`config.mk`:
```
export PLATFORM = sky130hd
export DESIGN_NAME = pct_ctrl
export DESIGN_NICKNAME = d
export VERILOG_FILES = /design/src/rtl/core/pct_pkg.sv /design/src/rtl/core/pct_ctrl.sv
export SDC_FILE = /design/constraint.sdc
export NUM_CORES = 1
export LEC_CHECK = 0
export BUFFER_PORTS_ARGS = -buffer_cell sky130_fd_sc_hd__buf_2
export CORE_AREA = 2 2 39 41
export DETAILED_ROUTE_END_ITERATION = 10
export DIE_AREA = 0 0 41 43
export GPL_TIMING_DRIVEN = 0
export SLEW_MARGIN = 0
export SYNTH_ARGS = -nofsm -noshare
export SYNTH_HDL_FRONTEND = slang
export SYNTH_SLANG_ARGS = --single-unit
```
`constraint.sdc`:
```
create_clock -name clk -period 0.9 [get_ports clk]
set_input_delay 0.135 -clock clk [delete_from_list [all_inputs] [get_ports clk]]
set_output_delay 0.135 -clock clk [all_outputs]
set_load 0.03 [all_outputs]
```
`src/rtl/core/pct_pkg.sv`:
```
// ----------------------------------------------------------------------------
// pct_pkg
// Types and constants shared by the piece chunk tracker modules.
// ----------------------------------------------------------------------------
package pct_pkg;

    // Field widths fixed by the interface
    localparam int PIECE_W   = 10;
    localparam int CHUNK_W   = 4;
    localparam int NPIECES_W = 11;
    localparam int NCHUNKS_W = 5;
    localparam int CFG_IDX_W = 2;
    localparam int CFG_DATA_W = 11;

    // Bitmap word width, tied to the chunk index width
    localparam int MAX_CHUNKS = 16;

    // Configuration register indexes
    localparam logic [CFG_IDX_W-1:0] CFG_NUM_PIECES        = 2'd0;
    localparam logic [CFG_IDX_W-1:0] CFG_CHUNKS_PER_PIECE  = 2'd1;
    localparam logic [CFG_IDX_W-1:0] CFG_LAST_PIECE_CHUNKS = 2'd2;

    // Register reset values
    localparam logic [NPIECES_W-1:0] NUM_PIECES_RST = 11'd1;
    localparam logic [NCHUNKS_W-1:0] NCHUNKS_RST    = 5'd16;

    // Operation codes
    typedef enum logic [1:0] {
        MODE_ARRIVE  = 2'd0,
        MODE_SET_REQ = 2'd1,
        MODE_CLR_REQ = 2'd2,
        MODE_FIND    = 2'd3
    } mode_t;

    // Request payload
    typedef struct packed {
        mode_t              mode;
        logic [PIECE_W-1:0] piece_index;
        logic [CHUNK_W-1:0] chunk_index;
    } req_t;

    // Response payload
    typedef struct packed {
        logic               status;
        logic               piece_complete;
        logic               missing_found;
        logic [CHUNK_W-1:0] missing_chunk;
    } rsp_t;

    // Controller states
    typedef enum logic [1:0] {
        ST_CLEAR,
        ST_IDLE,
        ST_EXEC
    } pct_state_t;

    // Controller to datapath commands
    typedef struct packed {
        logic clear_wr;   // write zero at the sweep address, advance sweep
        logic accept;     // capture request, read both piece words
        logic finish;     // write back updated words, load response register
    } pct_cmd_t;

    // Datapath to controller status
    typedef struct packed {
        logic clear_last; // sweep address is at the last entry
    } pct_sts_t;

endpackage

```
`src/rtl/core/pct_ctrl.sv`:
```
// ----------------------------------------------------------------------------
// pct_ctrl
// Sequencer: clearing sweep after reset, then one request at a time, held
// until the response register is free; the response valid flag is kept here.
// ----------------------------------------------------------------------------
module pct_ctrl (
    input  logic              clk,
    input  logic              rst_n,
    input  logic              in_valid,
    output logic              in_ready,
    output logic              out_valid,
    input  logic              out_ready,
    input  pct_pkg::pct_sts_t sts,
    output pct_pkg::pct_cmd_t cmd
);
    import pct_pkg::*;

    pct_state_t state_reg;
    pct_state_t state_next;
    logic       out_valid_reg;
    logic       out_valid_next;

    // State and response flag registers
    always_ff @(posedge clk or negedge rst_n)
    begin
        if (!rst_n)
        begin
            state_reg     <= ST_CLEAR;
            out_valid_reg <= 1'b0;
        end
        else
        begin
            state_reg     <= state_next;
            out_valid_reg <= out_valid_next;
        end
    end

    // Next state and commands
    always_comb
    begin
        state_next   = state_reg;
        in_ready     = 1'b0;
        cmd.clear_wr = 1'b0;
        cmd.accept   = 1'b0;
        cmd.finish   = 1'b0;
        case (state_reg)
            ST_CLEAR:
            begin
                cmd.clear_wr = 1'b1;
                if (sts.clear_last)
                begin
                    state_next = ST_IDLE;
                end
            end
            ST_IDLE:
            begin
                in_ready   = 1'b1;
                cmd.accept = in_valid;
                if (in_valid)
                begin
                    state_next = ST_EXEC;
                end
            end
            ST_EXEC:
            begin
                // hold until the response register is free
                if (!out_valid_reg || out_ready)
                begin
                    cmd.finish = 1'b1;
                    state_next = ST_IDLE;
                end
            end
            default:
            begin
                state_next = ST_CLEAR;
            end
        endcase
    end

    // Response valid: set on finish, dropped once taken
    always_comb
    begin
        if (cmd.finish)
        begin
            out_valid_next = 1'b1;
        end
        else if (out_ready)
        begin
            out_valid_next = 1'b0;
        end
        else
        begin
            out_valid_next = out_valid_reg;
        end
    end

    assign out_valid = out_valid_reg;

    // Checks
    a_no_accept_in_clear: assert property (@(posedge clk) disable iff (!rst_n)
        (state_reg == ST_CLEAR) |-> !in_ready)
        else $error("request taken during clearing sweep");

    a_accept_to_exec: assert property (@(posedge clk) disable iff (!rst_n)
        (in_valid && in_ready) |=> (state_reg == ST_EXEC))
        else $error("accepted request not executed next cycle");

    a_finish_no_overwrite: assert property (@(posedge clk) disable iff (!rst_n)
        cmd.finish |-> (!out_valid_reg || out_ready))
        else $error("response register overwritten while held");

    a_valid_from_finish: assert property (@(posedge clk) disable iff (!rst_n)
        $rose(out_valid_reg) |-> $past(cmd.finish))
        else $error("response valid without a finished request");

endmodule

```
# Word-level counts from Yosys, hierarchy flattened

Cells that the tools add are included.

Add/subtract/negate cells: 0
Multipliers: 0
Div/mod/pow operators: 0
Order comparisons: 0
Equality and inequality tests: 5
Shifts and indexed selects: 0
Multiplexer cells: 11
Bitwise logic cells: 0
Reduce and logical (&&, ||, !) cells: 5

Operators with widths:

| operator             | count |
|---|---|
| $mux W1              | 7 |
| $mux W2              | 3 |
| $ne A2 B2 Y1 const B | 3 |
| $pmux W2 S3          | 1 |
| $reduce_and A3 Y1    | 1 |
| $eq A2 B1 Y1 const B | 1 |
| $eq A2 B2 Y1 const B | 1 |
| $logic_not A2 Y1     | 1 |
| $reduce_bool A2 Y1   | 1 |
| $logic_not A1 Y1     | 1 |
| $logic_or A1 B1 Y1   | 1 |

Register bits after elaboration: 3
Latch bits: 0
RAM bits: 0
Bits in read-only memories: 0
Input bits: 5
Output and inout bits: 5
Logic and storage cells: 23
Memories kept: 0

# Longest topological paths before layout

Gate-level depths: netlist of the first run.

Depth in word-level cells: 5
Gate-level depth with buffers: 3
Mapped depth without buffers: 2

# Worst setup path before layout of the first run

OpenSTA, ideal clock, no wires.

Path type: register to output
Start point: reg out_valid_reg, in the netlist out_valid
End point: out cmd[0] (netlist bit)
Arrival time: 0.945 ns
Required time: 0.765 ns
Setup slack: -0.180 ns
Stages on the path, launching flop included: 4
Buffers on the path: 1
Cell sequence: dfrtp_1 nor2b_1 nor2_1 buf_4

RTL lines:

| item                   | RTL line       | source |
|---|---|---|
| from (decl)            | pct_ctrl.sv:20 | `logic out_valid_reg;` |
| from (signal assigned) | pct_ctrl.sv:34 | `out_valid_reg <= out_valid_next;` |
| to (decl)              | pct_ctrl.sv:14 | `output pct_pkg::pct_cmd_t cmd` |

==> results of run 1 <==
## final cells by class
type | instances | share of cell area
Timing Repair Buffer | 15 | 0.341
Clock buffer | 4 | 0.0702
Multi-Input combinational cell | 13 | 0.328
Tap cell | 16 | 0.0535
Sequential cell | 3 | 0.207
## cell usage after synthesis
| cell type | number | area [um^2] |
|---|---|---|
| sky130_fd_sc_hd__nor2_1 | 4 | 15.0 |
| sky130_fd_sc_hd__dfrtp_1 | 3 | 75.1 |
| sky130_fd_sc_hd__nand2_1 | 2 | 7.51 |
| sky130_fd_sc_hd__nor2b_1 | 2 | 12.5 |
| sky130_fd_sc_hd__and2_4 | 1 | 8.76 |
| sky130_fd_sc_hd__buf_4 | 1 | 7.51 |
| sky130_fd_sc_hd__nand2b_1 | 1 | 6.26 |
| sky130_fd_sc_hd__nand2b_2 | 1 | 8.76 |
| sky130_fd_sc_hd__o22ai_1 | 1 | 6.26 |
| sky130_fd_sc_hd__o32ai_2 | 1 | 16.3 |
## path summary, 6_finish.rpt
check,endpoint,slack (ps),depth (start not counted)
min in group asynchronous,state_reg[1],220,2
min reg2reg,state_reg[1],600,1
max reg2reg,state_reg[0],-140,4
max,cmd[2],-250,3
min,state_reg[0],190,3
max in group asynchronous,out_valid,560,2
## repair_timing
| item | in CTS | in global routing |
|---|---|---|
| setup buffers | 5 | 0 |
| cloned | 0 | 0 |
| setup endpoints to repair | 6 | 7 |
| hold endpoints to repair | 3 | 0 |
| resized for setup | 19 | 2 |
| pin swaps | 3 | 1 |
| hold buffers | 1 | 0 |
## worst max-delay path: stages, from the launching register on
cell and delay, ps:
sky130_fd_sc_hd__dfrtp_1 390, sky130_fd_sc_hd__buf_6 140, sky130_fd_sc_hd__nor2_1 90, sky130_fd_sc_hd__buf_4 160
## power groups by stage
stage               registers [mW]  logic (mW)  clock network, mW
finish                       0.284       0.923              0.242
CTS                          0.280       0.911              0.255
global route                 0.293       0.976              0.270
global placement             0.277       0.527                  0
detailed placement           0.280       0.529                  0
floorplan                    0.306       0.367                  0
## cell families (layout without fill, tap and decap cells)
family | Yosys count | count (layout) | share of synthesized area
compound gates | 2 | 2 | 0.137
buf+inv | 1 | 19 | 0.0458
flops | 3 | 3 | 0.458
simple gates | 11 | 11 | 0.359
## metrics by stage
step	cell area, um^2	util	power (mW)
3_3_place_gp	233	0.168	0.805
4_1_cts	363	0.262	1.45
3_5_place_dp	233	0.168	0.809
5_1_grt	374	0.270	1.54
2_1_floorplan	168	-	0.674
6_report	374	0.270	1.45
## routing by layer
metal / GRT usage / up-vias / share of wire
li1: - / 91 / -
met1: 0.0583 / 80 / 0.37
met2: 0.0813 / 7 / 0.52
met3: 0.0157 / 2 / 0.061
met4: 0.120 / 0 / 0.045
met5: 0 / - / 0
==> reports/results.md, run 1 <==
• **worst clock skew** 6.31 ps
• **YS warnings** 0
• **row cnt** 14
• **initial core utilization** 0.118
• **Max VDD drop** 1.07 mV
• **class of the tightest hold or removal check** input port to register
• **residual antenna-violating net count after detailed routing** 0
• **drc violations** 0
• **synthesized instance count** 17
• **clk_lat worst skew** 240 ps
• **RSZ-0062 raised after global routing** true
• **maximum fanout along the worst path** 4
• **Finished Layout Cells** 51
• **floorplan die width** 41 um
• **leakage dissipation** 0.181 nW
• **clock group share of total power** 0.167
• **violations in the final reports** setup timing
• **Critical Path Start Type** register
• **P_sw** 0.574 mW
• **top library cells by usage in the layout, fill and taps aside** sky130_fd_sc_hd__buf_6, sky130_fd_sc_hd__buf_2, sky130_fd_sc_hd__buf_4
• **sw frac** 0.396
• **internal cell power** 0.876 mW
• **source of the worst register-to-register timing path** state_reg[0]
• **Post-Syn Area per Cell** 9.64 um^2
• **worst-margin pin slew** 185 ps
• **Avg WL per Cell** 8.31 um
• **critical path required time** 760 ps
• **count of antenna diodes in the layout** 0
• **leading cell type in the layout, fill and taps excluded** sky130_fd_sc_hd__buf_6
• **DIE HEIGHT** 43 um
• **maximum number of pins on one net before global-route repair** 7
• **area added between synthesis and finish** 128%
• **GP Congestion** 0.648
• **placement-stage worst setup slack** -249 ps
• **register area share after synthesis** 0.458
• **Clock Sink Count** 3
• **final setup slack of the worst path** -248 ps
• **number of placed instances with taps included** 42
• **headroom to the max-slew limit** 0.877
• **number of buffers created by CTS** 3
• **1st-iter DRT viols** 1
• **half-perimeter wire length after placement** 286 um
• **setup-violating endpoint count in the final report** 6
• **minimum clock period** 1150 ps
• **max-slew violation count** 0
• **Critical Path Source** state_reg[0]
• **post-synth design cell area** 164 um^2
• **fin nets** 41
• **number of antenna violations at the first check in global routing** 0
• **WL final** 424 um
• **I/O pin count** 10
• **total power divided by cell area** 3870 nW/um^2
• **port buffer count** 9
• **global route overflow** 0
• **global-route usage over all layers** 0.0654
• **core area** 1380 um^2
• **via total after detailed routing** 180
• **max_cap viols** 0
• **worst path arrival time** 1010 ps
• **layout filler cell count** 149
• **flip-flop count of the largest register, all copies and words added** 2
• **Root Driver** sky130_fd_sc_hd__clkbuf_4
• **type of the worst setup path** register to output port
• **number of register bits inferred by synthesis** 3
• **Sequential Power Share** 0.196
• **final worst hold slack** 195 ps
• **clock slew seen by the registers of the worst setup and hold paths** 30 ps
• **combinational share of power** 0.637
• **TritonCTS clock tree** yes
• **share of layout cells above drive strength 1** 0.771
• **area of all sequential standard cells** 77.6 um^2
• **hold path startpoint** out_ready
• **net count after synthesis** 22
• **Critical Path Sink Type** output port
• **setup total negative slack** -1240 ps
• **level count of the clock H-tree** 1
• **die outline area** 1760 um^2
• **count of cell types in the netlist** 10
• **total area of multi-input combinational cells** 123 um^2
• **number of endpoints with negative hold slack in the final report** 0
• **via count of the first global-routing pass** 180
• **maximum buffer depth of the clock tree** 2
• **fin crit share** 1.28
• **drt first pass iters** 2
• **highest attainable clock frequency** 871 MHz
• **status** finished with violations
• **first-pass GRT wire length** 648 um
• **post-detailed-route via-to-cell ratio** 3.53
No activity file was read; power rests on OpenSTA's default activity.
==> run 2: changes to the inputs <==
ABC_AREA = 1   (was unset)
==> run 2 against run 1 <==
Net effect:
- the flow still finishes with violations (setup timing)
- largest power group unchanged
- wire length decreased by 20%
- clock power decreased by 5%
- combinational power decreased by 21%
- register-to-register slack improved by 110 ps
- worst setup slack got worse by 39 ps
- highest routed layer is now met3
==> reports/results.md, run 2 <==
• **Critical Path Start Type** register
• **critical path required time** 760 ps, about the same
• **number of placed instances with taps included** 49, +17%
• **net count after synthesis** 29, +32%
• **final worst hold slack** 116 ps, -78.5 ps
• **global-route usage over all layers** 0.0533, -0.0121
• **total power divided by cell area** 3810 nW/um^2, -1.7%
• **via count of the first global-routing pass** 159, -12%
• **maximum buffer depth of the clock tree** 2, unchanged
• **share of layout cells above drive strength 1** 0.538, -0.233
• **post-layout instance area** 315 um^2, -16%
• **placement-stage worst setup slack** -225 ps, +24.0 ps
• **slack of the worst reg-to-reg path** -30 ps, +110 ps
• **floorplan die width** 41 um, unchanged
• **number of register bits inferred by synthesis** 3, unchanged
• **maximum number of pins on one net before global-route repair** 5, -2
• **area share of the largest cell type after synthesis** 0.465, +0.00710
• **number of antenna violations at the first check in global routing** 0, unchanged
• **synthesized instance count** 24, +7
• **setup total negative slack** -1080 ps, +160 ps
• **minimum clock period** 1190 ps, +39.4 ps
• **drt first pass iters** 4, +2
• **drc violations** 0, unchanged
• **WL final** 340 um, -20%
• **YS warnings** 0, unchanged
• **die outline area** 1760 um^2, unchanged
• **Design Power** 1.20 mW, -17%
• **area added between synthesis and finish** 95.3%
• **final setup slack of the worst path** -288 ps, -39.4 ps
• **cell count of the worst reg-to-reg path** 5, +1
• **worst path arrival time** 1050 ps, +40 ps
• **sink of the worst hold path** out_valid
• **flip-flop count of the largest register, all copies and words added** 2, unchanged
• **reg2reg end** state_reg[0]
• **Yosys top cell by area** sky130_fd_sc_hd__dfrtp_1
• **top library cells by usage in the layout, fill and taps aside** sky130_fd_sc_hd__inv_1, sky130_fd_sc_hd__nand2_1, sky130_fd_sc_hd__buf_2, sky130_fd_sc_hd__buf_4
• **worst-margin pin slew** 181 ps, -4.42 ps
• **I/O pin count** 10, unchanged
• **fraction of the core area covered by cells at the end of the flow** 0.228, -0.0425
• **via total after detailed routing** 182, +1.1%
• **headroom to the max-slew limit** 0.879, +0.00265
• **highest attainable clock frequency** 842 MHz, -3.3%
• **clk_lat worst skew** 230 ps, about the same
• **DIE HEIGHT** 43 um, unchanged
• **post-detailed-route via-to-cell ratio** 3.31, -6.2%
• **post-synth design cell area** 161 um^2, -1.5%
• **Avg WL per Cell** 6.18 um, -26%
• **placed cell area** 243 um^2, +4.3%
• **setup-violating endpoint count in the final report** 5, -1
• **violations in the final reports** setup timing
• **worst clock skew** 2.10 ps, -4.20 ps
• **global route overflow** 0, unchanged
• **residual antenna-violating net count after detailed routing** 0, unchanged
• **Max VDD drop** 1.38 mV, +29%
• **Clock Sink Count** 3, unchanged
• **Synth top cells by count** sky130_fd_sc_hd__inv_1, sky130_fd_sc_hd__nand2_1, sky130_fd_sc_hd__nor2_1
• **first-pass GRT wire length** 538 um, -17%
• **class of the tightest hold or removal check** input port to register
• **fin crit share** 1.32, +0.0438
• **port buffer count** 9, unchanged
• **number of endpoints with negative hold slack in the final report** 0, unchanged
• **core area** 1380 um^2, unchanged
• **1st-iter DRT viols** 1, unchanged
• **most common cell in the synthesized netlist** sky130_fd_sc_hd__inv_1
• **type of the worst setup path** register to output port
• **Post-Syn Area per Cell** 6.73 um^2, -30%
• **leakage dissipation** 0.167 nW, -7.5%
• **Finished Layout Cells** 55, +7.8%
• **half-perimeter wire length after placement** 280 um, -2.0%
• **RSZ-0062 raised after global routing** true
• **max_cap viols** 0, unchanged
• **fraction of synthesis flops using an asynchronous set or reset pin** 1.00, unchanged
• **initial core utilization** 0.117, -0.00181
• **count of antenna diodes in the layout** 0, unchanged
• **number of buffers created by CTS** 3, unchanged
• **register area share after synthesis** 0.465, +0.00710
• **layout filler cell count** 157, +5.4%
• **status** finished with violations
• **count of cell types in the netlist** 7, -3
• **TritonCTS clock tree** yes
• **Critical Path Sink Type** output port
• **fin nets** 45, +9.8%
• **most used flip-flop cell after synthesis** sky130_fd_sc_hd__dfrtp_1
• **Hold Path Cell Cnt** 2, -1
• **maximum fanout along the worst path** 3, -1
• **number of enable-type register cells in the synthesized netlist** 0, unchanged
• **GP Congestion** 0.587, -9.4%
• **max-slew violation count** 0, unchanged
• **clock slew seen by the registers of the worst setup and hold paths** 40 ps, about the same
• **Root Driver** sky130_fd_sc_hd__clkbuf_4
• **source of the worst register-to-register timing path** state_reg[0]
• **top area cells in the synthesized netlist** sky130_fd_sc_hd__dfrtp_1, sky130_fd_sc_hd__inv_1, sky130_fd_sc_hd__nand2_1
• **level count of the clock H-tree** 1, unchanged
• **hold path startpoint** out_ready
• **row cnt** 14, unchanged
## run 2: cell count changes in the layout (fill, tap and decap cells not counted), moves of 2 or more
| cell | before | now |
|---|---|---|
| sky130_fd_sc_hd__nor2_1 | 3 | 1 |
| sky130_fd_sc_hd__nor2_2 | 0 | 2 |
| sky130_fd_sc_hd__o21ai_0 | 0 | 2 |
| sky130_fd_sc_hd__nand2_1 | 1 | 5 |
| sky130_fd_sc_hd__inv_2 | 0 | 2 |
| sky130_fd_sc_hd__nor2b_4 | 2 | 0 |
| sky130_fd_sc_hd__buf_6 | 6 | 3 |
| sky130_fd_sc_hd__inv_1 | 0 | 5 |
## run 2: cells by family (layout without fill, tap and decap cells)
group	count (synthesis)	in the layout	share of synthesized area
compound gates	2	2	0.0620
buf+inv	8	23	0.209
simple gates	11	11	0.264
flops	3	3	0.465
## run 2: critical path, cell delays in order, from the launching register on
cell                      delay [ps]
sky130_fd_sc_hd__dfrtp_1         360
sky130_fd_sc_hd__inv_1            80
sky130_fd_sc_hd__nand2_1         130
sky130_fd_sc_hd__nor2_4          100
sky130_fd_sc_hd__buf_4           160
## run 2: per-layer routing
layer	vias up	track usage	part of all wire
li1	98	-	-
met4	0	0.0600	0
met2	7	0.0594	0.44
met5	-	0	0
met1	77	0.0518	0.43
met3	0	0.0471	0.14
## run 2: layout make-up
type                            count  area [um^2]  share of cell area
Timing Repair Buffer               12         93.8               0.298
Multi-Input combinational cell     13         72.6               0.230
Sequential cell                     3         76.3               0.242
Inverter                            7         26.3              0.0833
Clock buffer                        4         26.3              0.0833
Tap cell                           16         20.0              0.0635
## run 2: timing repair
item / CTS / global route
setup endpoints to repair: 5 / 6
hold endpoints to repair: 3 / 0
pin swaps: 2 / 2
resized for setup: 9 / 2
hold buffers: 1 / 0
buffers inserted: 2 / 0
## run 2: where the power goes
| part | switching [mW] | total (mW) | internal (mW) |
|---|---|---|---|
| registers | 0.0433 | 0.243 | 0.200 |
| clock network | 0.0649 | 0.231 | 0.166 |
| logic | 0.428 | 0.727 | 0.299 |
| total | 0.537 | 1.20 | 0.664 |
## run 2: how the worst max path moves through the flow
stage / cells after the start / from / endpoint / slack (ps)
global route: 4 / state_reg[0] / cmd[0] / -360
finish: 4 / state_reg[1] / cmd[1] / -290
floorplan: 4 / state_reg[0] / cmd[0] / -60
global placement: 5 / state_reg[0] / cmd[0] / -220
detailed placement: 5 / state_reg[0] / cmd[0] / -220
CTS: 4 / state_reg[0] / cmd[0] / -310
